===== src/hdl/plief_pkg.sv =====
// Package for the positional list block: operation and status codes,
// the cell command struct and the group priority encoder used by the find scan.
// No dependencies.
package plief_pkg;

    localparam int VALUE_W  = 32;
    localparam int OP_W     = 2;
    localparam int STATUS_W = 2;
    localparam int GRP_W    = 8;
    localparam int GRP_IDX_W = 3;

    localparam logic [OP_W-1:0] OP_INSERT = 2'd0;
    localparam logic [OP_W-1:0] OP_ERASE  = 2'd1;
    localparam logic [OP_W-1:0] OP_FIND   = 2'd2;

    localparam logic [STATUS_W-1:0] ST_DONE  = 2'd0;
    localparam logic [STATUS_W-1:0] ST_FULL  = 2'd1;
    localparam logic [STATUS_W-1:0] ST_RANGE = 2'd2;

    typedef struct packed {
        logic shift_up;
        logic shift_down;
    } cell_cmd_t;

    function automatic logic [GRP_IDX_W-1:0] first_set(input logic [GRP_W-1:0] bits);
        logic [GRP_IDX_W-1:0] idx;
        idx = '0;
        for (int k = GRP_W - 1; k >= 0; k--) begin
            if (bits[k]) begin
                idx = GRP_IDX_W'(k);
            end
        end
        return idx;
    endfunction

endpackage


===== src/hdl/plief_cell.sv =====
// One storage cell of the positional list: holds a word, takes a neighbor's
// word when the row shifts, and compares its word with the search key.
// Depends on plief_pkg.
module plief_cell #(
    parameter int WORD_BITS = 32,
    parameter int CNT_W     = 7,
    parameter int INDEX     = 0
) (
    input  logic                  aclk,
    input  plief_pkg::cell_cmd_t  cmd,
    input  logic [CNT_W-1:0]      pos,
    input  logic [CNT_W-1:0]      count,
    input  logic [WORD_BITS-1:0]  key,
    input  logic [WORD_BITS-1:0]  prev_data,
    input  logic [WORD_BITS-1:0]  next_data,
    output logic [WORD_BITS-1:0]  data,
    output logic                  hit
);

    localparam logic [CNT_W-1:0] MY_IDX = CNT_W'(INDEX);

    logic [WORD_BITS-1:0] data_reg;
    logic [WORD_BITS-1:0] data_next;

    always_comb begin
        data_next = data_reg;
        if (cmd.shift_up) begin
            if (MY_IDX > pos) begin
                data_next = prev_data;
            end else if (MY_IDX == pos) begin
                data_next = key;
            end
        end else if (cmd.shift_down) begin
            if (MY_IDX >= pos) begin
                data_next = next_data;
            end
        end
    end

    always_ff @(posedge aclk) begin
        data_reg <= data_next;
    end

    assign data = data_reg;
    assign hit  = (MY_IDX < count) && (data_reg == key);

endmodule


===== config.mk =====
export PLATFORM = sky130hd
export DESIGN_NAME = plief_cell
export DESIGN_NICKNAME = d
export VERILOG_FILES = /design/src/hdl/plief_pkg.sv /design/src/hdl/plief_cell.sv
export SDC_FILE = /design/constraint.sdc
export NUM_CORES = 1
export LEC_CHECK = 0
export ABC_AREA = 1
export BUFFER_PORTS_ARGS = -buffer_cell sky130_fd_sc_hd__buf_2
export CORE_ASPECT_RATIO = 0.5
export CORE_MARGIN = 1
export CORE_UTILIZATION = 30
export CTS_BUF_LIST = sky130_fd_sc_hd__clkbuf_16
export DETAILED_ROUTE_END_ITERATION = 10
export HOLD_SLACK_MARGIN = 0.03
export MAX_ROUTING_LAYER = met4
export SYNTH_ARGS = -nofsm -noshare
export SYNTH_HDL_FRONTEND = slang
export SYNTH_SLANG_ARGS = --single-unit

===== constraint.sdc =====
create_clock -name aclk -period 7.1 [get_ports aclk]
set_clock_uncertainty 0.05 [all_clocks]
set_input_delay 2.13 -clock aclk [delete_from_list [all_inputs] [get_ports aclk]]
set_output_delay 2.13 -clock aclk [all_outputs]
set_load 0.05 [all_outputs]

==> metrics, run 1 <==
average instance area after synthesis=7.40 µm²; longest individual stage delay on the worst path=around 0.27 ns; count of unresolved DRC violations after routing=0; die span in y=~59 µm; post-detailed-routing wire length=just under 5 mm; share of the clock period used by the worst path=0.755; PnR Total Power=~0.00047 W; highest attainable clock frequency=between 150 and 200 MHz; post-synth top area share=0.502; switching portion of total power=0.230; vias in the first global route=between 1500 and 2000; overall track demand over capacity in global routing=0.155; number of antenna violations at the first check in global routing=0; global placement routability congestion=0.762; number of flip-flops and latches in the synthesized netlist=32; library cell occupying the most area in the post-synthesis netlist=edfxtp_1; CP max stage cell=or2_1; standard cell core area=~6100 µm²; outcome=finished, final reports clean; First DRT Iteration DRCs=91; crit path launch type=primary input; die span in x=roughly 120 µm; TritonCTS clock tree=done; number of cells in the finished layout apart from fillers=between 400 and 500; number of buffers created by CTS=5; ratio of cells with drive above 1 in the final layout=0.326; effective utilization at floorplan=0.314; Port Buf Inserts=about 110; Synthesized Nets=about 370; area grow syn2layout=41.7%; root buf cell=clkbuf_16; routed vias/inst=between 4 and 5; Detail Placement HPWL=between 3 and 4 mm; critical path depth=8; Clock Power Share=0.424; total standard cell area after synthesis=about 1900 µm²; top cells by area in the synthesized netlist=edfxtp_1, nand2_1, inv_1, o21ai_0, xnor2_1; capturing element of the worst setup path=hit; Leakage=1.41 nW; CTS sink count=32; Synth warnings=0; critical-path cell list=buf_2, inv_1, o21ai_1, or2_1, nor2_1, nand3_1, nor2_1, buf_2; Critical Path End Type=output pin; post-DR wirelength/cell=between 10 and 15 µm; share of total power in combinational logic=0.129; internal power=~0.00036 W; setup bufs post-CTS=0; Pwr per Cell Area=175 nW/µm²; Placement Setup Slack=1.74 ns; launching element of the worst setup path=key[3]; worst slew pin tran=0.768 ns; number of hold-repair buffers added at the cts stage=0; max-slew violation total from the final report=0; detailed-route via count=just under 2000; slew margin rel.=0.487; quantity of gates resized following cts=0; 1st-pass router iterations=4; largest driver fanout on the critical path=3; cell with the most instances after synthesis=nand2_1; number of placement rows=20; flip-flop count of the largest register, all copies and words added=32; Placed Instances=455; Post-synth top cells=nand2_1, inv_1, edfxtp_1; worst-case vdd ir drop=0.0000894 V; family with the most delay on the worst path=simple AND/OR/NAND/NOR gates; primary flip-flop cell chosen by synthesis mapping=edfxtp_1; final hold violation count=0; asr flop ratio synth=0; unrepaired setup endpoints after global routing=no; worst min-delay path category=in2reg; pin count of the biggest net entering global routing=between 50 and 60; total number of H-tree levels=2; buffers plus inverters on the worst setup path=3; Post-layout nets=between 400 and 500; total die area=between 6000 and 7000 µm²; worst endpoint required time=4.92 ns; clock transition at the register clock pins on the worst setup and hold paths after CTS=approximately 0.050 ns; global-route wire length before repair=roughly 7.8 mm; max capacitance violation total=0; worst path arrival time=3.18 ns; portion of the post-synthesis area used by sequential elements=0.502; post-layout worst setup margin=around 1.7 ns; distinct cell type count of the synthesized netlist=16; sequential power share=0.446; Final setup violation count=0; number of buffers between clock root and the deepest sink=2; path type of the worst setup path=in2out; fill cell instance count of the final layout=between 600 and 700; switching pwr=~0.00011 W; cell count after synthesis=about 260; number of flops mapped to enable cells by yosys=32; final period demand of the worst path=around 5.4 ns; antenna-violating nets left=0; top-level I/O count=roughly 150; Remaining Overflow, GRT=0; TNS Setup=0 ns; diode count=0
[final cells by class]
cell class / count / area [µm²] / share of cell area
clock buffer: 5 / 125 / 0.0461
clock inverter: 2 / 8.76 / 0.00323
inverter: 38 / 143 / 0.0526
multi-input combinational: 183 / 793 / 0.292
sequential: 32 / 961 / 0.354
tap: 88 / 110 / 0.0406
timing repair buffer: 114 / 573 / 0.211
[power by group through the flow]
| stage | clock, W | combinational [W] | sequential, W |
|---|---|---|---|
| global placement | 0 | 0.0000604 | 0.000215 |
| floorplan | 0 | 0.0000277 | 0.000219 |
| finish | 0.000201 | 0.0000613 | 0.000211 |
| global route | 0.000212 | 0.0000706 | 0.000211 |
| CTS | 0.000206 | 0.0000626 | 0.000211 |
| detailed placement | 0 | 0.0000624 | 0.000215 |
[kinds of logic (layout without fill, tap and decap cells)]
kind of cell    Yosys count  count (layout)  share of synthesized area
compound gates           29              29                     0.0771
buf+inv                  44             159                     0.0875
xor+xnor                 10              10                     0.0457
simple gates            144             144                      0.288
flops                    32              32                      0.502
[how the worst min path moves through the flow]
stage | startpoint | endpoint | slack, ns | depth (start not counted)
floorplan | next_data[11] | data[11] | 2.26 | 2
global placement | next_data[23] | data[23] | 2.35 | 3
detailed placement | next_data[16] | data[16] | 2.35 | 3
CTS | next_data[16] | data[16] | 2.07 | 3
global route | next_data[20] | data[20] | 2.07 | 3
finish | next_data[16] | data[16] | 2.07 | 3
[metal layers]
| layer | GRT usage | up-vias | wire length [µm] |
|---|---|---|---|
| met1 | 0.183 | 864 | 2230 |
| met2 | 0.270 | 38 | 2480 |
| met5 | - | - | 0 |
| met4 | 0.0390 | 0 | 34 |
| met3 | 0.0340 | 5 | 188 |
| li1 | - | 1028 | - |
[metrics by stage]
step                      instance area [µm²]  utilization  hold WS [ns]
after floorplan                          1920            -          2.26
after global placement                   2580        0.423          2.35
after detailed placement                 2580        0.423          2.35
after CTS                                2710        0.444          2.07
after global routing                     2710        0.444          2.07
final                                    2710        0.444          2.07
[cell usage in the layout (no fill, tap or decap), types with 2 or more instances in the layout]
cell / instances
nand2_1: 117
buf_2: 113
inv_1: 38
edfxtp_1: 32
o21ai_0: 27
nor2_1: 21
xnor2_1: 10
clkbuf_16: 5
nand3_1: 2
Power figures use the tool's default switching activity.
==> run 2, diff against run 1 <==
Settings changed: ABC_AREA 1 to 0, PLACE_DENSITY from default to 0.68.
Clock period 7.1 ns to 4.3 ns, I/O delays scaled along.
==> run 2 against run 1 <==
  * Via count is 27% lower
  * Design area is 6.2% lower
  * Count of clock-buffer cells in the layout stayed put
==> metrics, run 2 <==
standard cell core area=around 5500 µm²; count of unresolved DRC violations after routing=0; Global Route met2 Usage=0.254; average instance area after synthesis=about 15 µm²; max capacitance violation total=0; antenna-violating nets left=0; worst endpoint required time=between 2 and 3 ns; portion of the post-synthesis area used by sequential elements=0.551; max-slew violation total from the final report=0; slew margin rel.=0.697; 1st-pass router iterations=2; path type of the worst setup path=in2out; highest attainable clock frequency=243 MHz; Post-layout nets=about 350; total standard cell area after synthesis=roughly 1700 µm²; CTS sink count=32; pin count of the biggest net entering global routing=33; flip-flop count of the largest register, all copies and words added=32; worst path arrival time=2.78 ns; global-route wire length before repair=roughly 6.5 mm; Pwr per Cell Area=just over 300 nW/µm²; post-DR wirelength/cell=13.7 µm; met1 track demand over resource=0.164; number of antenna violations at the first check in global routing=0; most used cells in the layout excluding fill and tap cells=buf_2, mux2_2, edfxtp_1; fill cell instance count of the final layout=521; die span in x=110 µm; area grow syn2layout=45.9%; Placement Setup Slack=around 0.18 ns; ratio of cells with drive above 1 in the final layout=0.671; number of flops mapped to enable cells by yosys=32; post-detailed-routing wire length=4.22 mm; post-synth top area share=0.551; Port Buf Inserts=about 110; post-layout worst setup margin=~0.18 ns; Global Route met3 Usage=0.0293; cell count after synthesis=~120; PnR Total Power=0.000775 W; total number of H-tree levels=2; Remaining Overflow, GRT=0; TNS Setup=0 ns; routed vias/inst=between 4 and 5; number of cells in the finished layout apart from fillers=~310; TritonCTS clock tree=done; Synth warnings=0; number of flip-flops and latches in the synthesized netlist=32; vias in the first global route=between 1000 and 1500; Detail Placement HPWL=between 3 and 4 mm; largest driver fanout on the critical path=2; total die area=slightly above 6000 µm²; Placed Instances=300; top cells by area in the synthesized netlist=edfxtp_1, mux2_2, xor2_1, nor4_1, nor4_2; effective utilization at floorplan=0.315; die span in y=55.9 µm; distinct cell type count of the synthesized netlist=13; global placement routability congestion=0.756; Post-synth top cells=edfxtp_1, mux2_2, xor2_1; diode count=0; number of hold-repair buffers added at the cts stage=0; library cell occupying the most area in the post-synthesis netlist=edfxtp_1; crit path launch type=primary input; Leakage=1.07 nW; worst min-delay path category=in2reg; unrepaired setup endpoints after global routing=no; number of placement rows=19; asr flop ratio synth=0; most frequent standard cell in the layout excluding fill and tap cells=buf_2; primary flip-flop cell chosen by synthesis mapping=edfxtp_1; peak-usage layer in the global routing report=met2; top-level I/O count=~150; quantity of gates resized following cts=0; clock transition at the register clock pins on the worst setup and hold paths after CTS=~0.050 ns; number of buffers created by CTS=5; setup bufs post-CTS=0; final period demand of the worst path=roughly 4.1 ns; share of the clock period used by the worst path=0.957; overall track demand over capacity in global routing=0.146; detailed-route via count=1410; final hold violation count=0; worst slew pin tran=around 0.45 ns; worst-case vdd ir drop=0.000144 V; number of buffers between clock root and the deepest sink=2; Critical Path End Type=output pin; outcome=finished, final reports clean; Synthesized Nets=between 200 and 250; Final setup violation count=0; root buf cell=clkbuf_16; First DRT Iteration DRCs=47
run 2: cell count changes in the layout (fill, tap and decap cells not counted), sizes merged, moves of 2 or more:
cell	before	now
mux2	0	32
nor2	21	0
nand4	0	2
o21ai	28	1
inv	39	0
xor2	0	28
xnor2	10	4
nor4	1	10
nand2	117	0
run 2: layout make-up:
type / instances / area [µm²] / share of cell area
Tap cell: 73 / 91.3 / 0.0359
Clock inverter: 2 / 7.51 / 0.00295
Timing Repair Buffer: 115 / 581 / 0.228
Sequential cell: 32 / 961 / 0.378
Multi-Input combinational cell: 80 / 779 / 0.306
Clock buffer: 5 / 125 / 0.0492
run 2: logic make-up after synthesis:
logic type,synth area share
xor+xnor,0.161
buf+inv,0.0108
mux,0.207
flops,0.551
simple gates,0.0595
compound gates,0.0115
run 2: stage by stage:
| stage | instance area [µm²] | hold slack (ns) | utilization |
|---|---|---|---|
| 4_1_cts | 2540 | 1.26 | 0.459 |
| 6_report | 2540 | 1.27 | 0.459 |
| 5_1_grt | 2540 | 1.27 | 0.459 |
| 2_1_floorplan | 1750 | 1.46 | - |
| 3_5_place_dp | 2410 | 1.55 | 0.436 |
| 3_3_place_gp | 2410 | 1.54 | 0.436 |
run 2: worst paths after layout:
| kind | from | end | slack, ns | cells past startpoint |
|---|---|---|---|---|
| worst max-delay path | key[18] | hit | 0.18 | 6 |
| worst min-delay path | next_data[27] | data[27] | 1.27 | 2 |
run 2: where the power goes:
| part | leakage [nW] | internal (W) | switching [W] |
|---|---|---|---|
| Sequential | 0.288 | 0.000348 | 0.00000101 |
| Combinational | 0.721 | 0.0000573 | 0.0000425 |
| Clock | 0.0648 | 0.000207 | 0.000120 |
| Total | 1.07 | 0.000612 | 0.000163 |
run 2: layer usage:
layer,share of wire,wire [µm]
met5,0,0
met4,0.011,46
met3,0.037,154
met2,0.54,2290
met1,0.41,1730
run 2: worst max-delay path: stages:
cell and delay, ns:
buf_2 0.11, xor2_1 0.15, nor4_1 0.40, nand4_1 0.22
a2111oi_2 0.30, buf_2 0.31
==> run 3, diff against run 2 <==
Settings changed: PLACE_DENSITY 0.68 to 0.65.
Clock period 4.3 ns to 4.15 ns, I/O delays scaled along.
==> run 3 against run 2 <==
  * Setup slack worse by 0.054 ns
  * Combinational power up 4%
  * Sequential power grew 4%
  * Power increased by 1.6%
  * Hold slack got worse by 0.042 ns
  * Global-route usage shrank 0.68 points
==> metrics, run 3 (synthesized netlist as in run 2, its figures left out) <==
clock transition at the register clock pins on the worst setup and hold paths after CTS=0.05 ns; share of total power in combinational logic=0.132; First DRT Iteration DRCs=7; highest attainable clock frequency=approximately 250 MHz; unrepaired setup endpoints after global routing=no; Detail Placement HPWL=3.27 mm; global-route wire length before repair=roughly 6.3 mm; switching pwr=0.000156 W; number of antenna violations at the first check in global routing=0; global placement routability congestion=roughly 0.76; Clock Power Share=0.408; Leakage=~1.1 nW; worst slew pin tran=0.444 ns; Critical Path End Type=output pin; quantity of gates resized following cts=0; number of cells on the worst hold path=2; share of the clock period used by the worst path=0.969; Placement Setup Slack=between 0.04 and 0.05 ns; Remaining Overflow, GRT=0; CTS sink count=32; most used cells in the layout excluding fill and tap cells=buf_2, mux2_2, edfxtp_1; number of placement rows=19; routed vias/inst=about 4.4; Final setup violation count=0; path type of the worst setup path=in2out; total die area=6140 µm²; worst-case vdd ir drop=about 0.00015 V; PnR Total Power=0.000788 W; sequential power share=0.460; outcome=finished, final reports clean; root buf cell=clkbuf_16; capturing element of the worst setup path=hit; vias in the first global route=1358; post-layout worst setup margin=~0.13 ns; post-DR wirelength/cell=13.2 µm; worst path arrival time=between 2 and 3 ns; diode count=0; launching element of the worst setup path=key[17]; number of buffers created by CTS=5; standard cell core area=between 5000 and 6000 µm²; count of unresolved DRC violations after routing=0; effective utilization at floorplan=0.315; antenna-violating nets left=0; number of hold-repair buffers added at the cts stage=0; final hold violation count=0; post-detailed-routing wire length=approximately 4.0 mm; overall track demand over capacity in global routing=0.139; detailed-route via count=1360; max capacitance violation total=0; longest individual stage delay on the worst path=approximately 0.4 ns; die span in x=between 100 and 150 µm; most frequent standard cell in the layout excluding fill and tap cells=buf_2; ratio of cells with drive above 1 in the final layout=0.682; Post-layout nets=around 350; top-level I/O count=between 100 and 150; Port Buf Inserts=~110; switching portion of total power=0.199; critical-path cell list=buf_2, xor2_1, nor4_1, nand4_1, a2111oi_4, clkbuf_4; area grow syn2layout=47.1%; pin count of the biggest net entering global routing=33; number of buffers between clock root and the deepest sink=2; die span in y=55.9 µm; internal power=approximately 0.00063 W; TritonCTS clock tree=done; setup bufs post-CTS=0; slew margin rel.=0.701; crit path launch type=primary input; max-slew violation total from the final report=0; 1st-pass router iterations=2; total number of H-tree levels=2; largest driver fanout on the critical path=2; Pwr per Cell Area=307 nW/µm²; flip-flop count of the largest register, all copies and words added=32; worst endpoint required time=~2.9 ns; TNS Setup=0 ns; final period demand of the worst path=around 4.0 ns; worst min-delay path category=in2reg; CP max stage cell=nor4_1
[run 3: worst max-delay path, delay by kind of cell]
family                 cells  cell delay (ns)
AND/OR/NAND/NOR            2             0.63
buffers and inverters      2             0.40
AO/OA/AOI/OAI              1             0.30
XOR/XNOR                   1             0.15
[run 3: cell type report]
cell class | instances | area (µm²)
clock buffer | 5 | 125
fill | 541 | 2970
multi-input combinational | 80 | 798
sequential | 32 | 961
tap | 73 | 91.3
timing repair buffer | 116 | 591
[run 3: per-layer routing]
layer  vias up  routed length [µm]  GRT usage
met2        23                2250      0.253
met1       656                1640      0.152
met4         0                  28     0.0476
li1        677                   -          -
met3         4                 114     0.0258
met5         -                   0          -
[run 3: power groups by stage]
stage	Sequential [W]	Combinational, W	Clock (W)
final	0.000362	0.000104	0.000322
after global placement	0.000368	0.000102	0
after detailed placement	0.000368	0.000105	0
after CTS	0.000362	0.000105	0.000335
after floorplan	0.000374	0.0000468	0
after global routing	0.000362	0.000115	0.000346
[run 3: how the worst min path moves through the flow]
stage	from	to	slack [ns]
final	next_data[24]	data[24]	1.22
after global routing	next_data[0]	data[0]	1.22
after CTS	next_data[24]	data[24]	1.22
after detailed placement	next_data[24]	data[24]	1.50
after global placement	next_data[26]	data[26]	1.50
after floorplan	next_data[22]	data[22]	1.41
[run 3: stage by stage]
stage	util	std cells	hold WS, ns	instance area [µm²]
6_report	0.463	306	1.22	2570
5_1_grt	0.463	306	1.22	2570
4_1_cts	0.462	306	1.22	2560
3_5_place_dp	0.439	301	1.50	2430
3_3_place_gp	0.439	301	1.50	2430
2_1_floorplan	-	116	1.41	1760
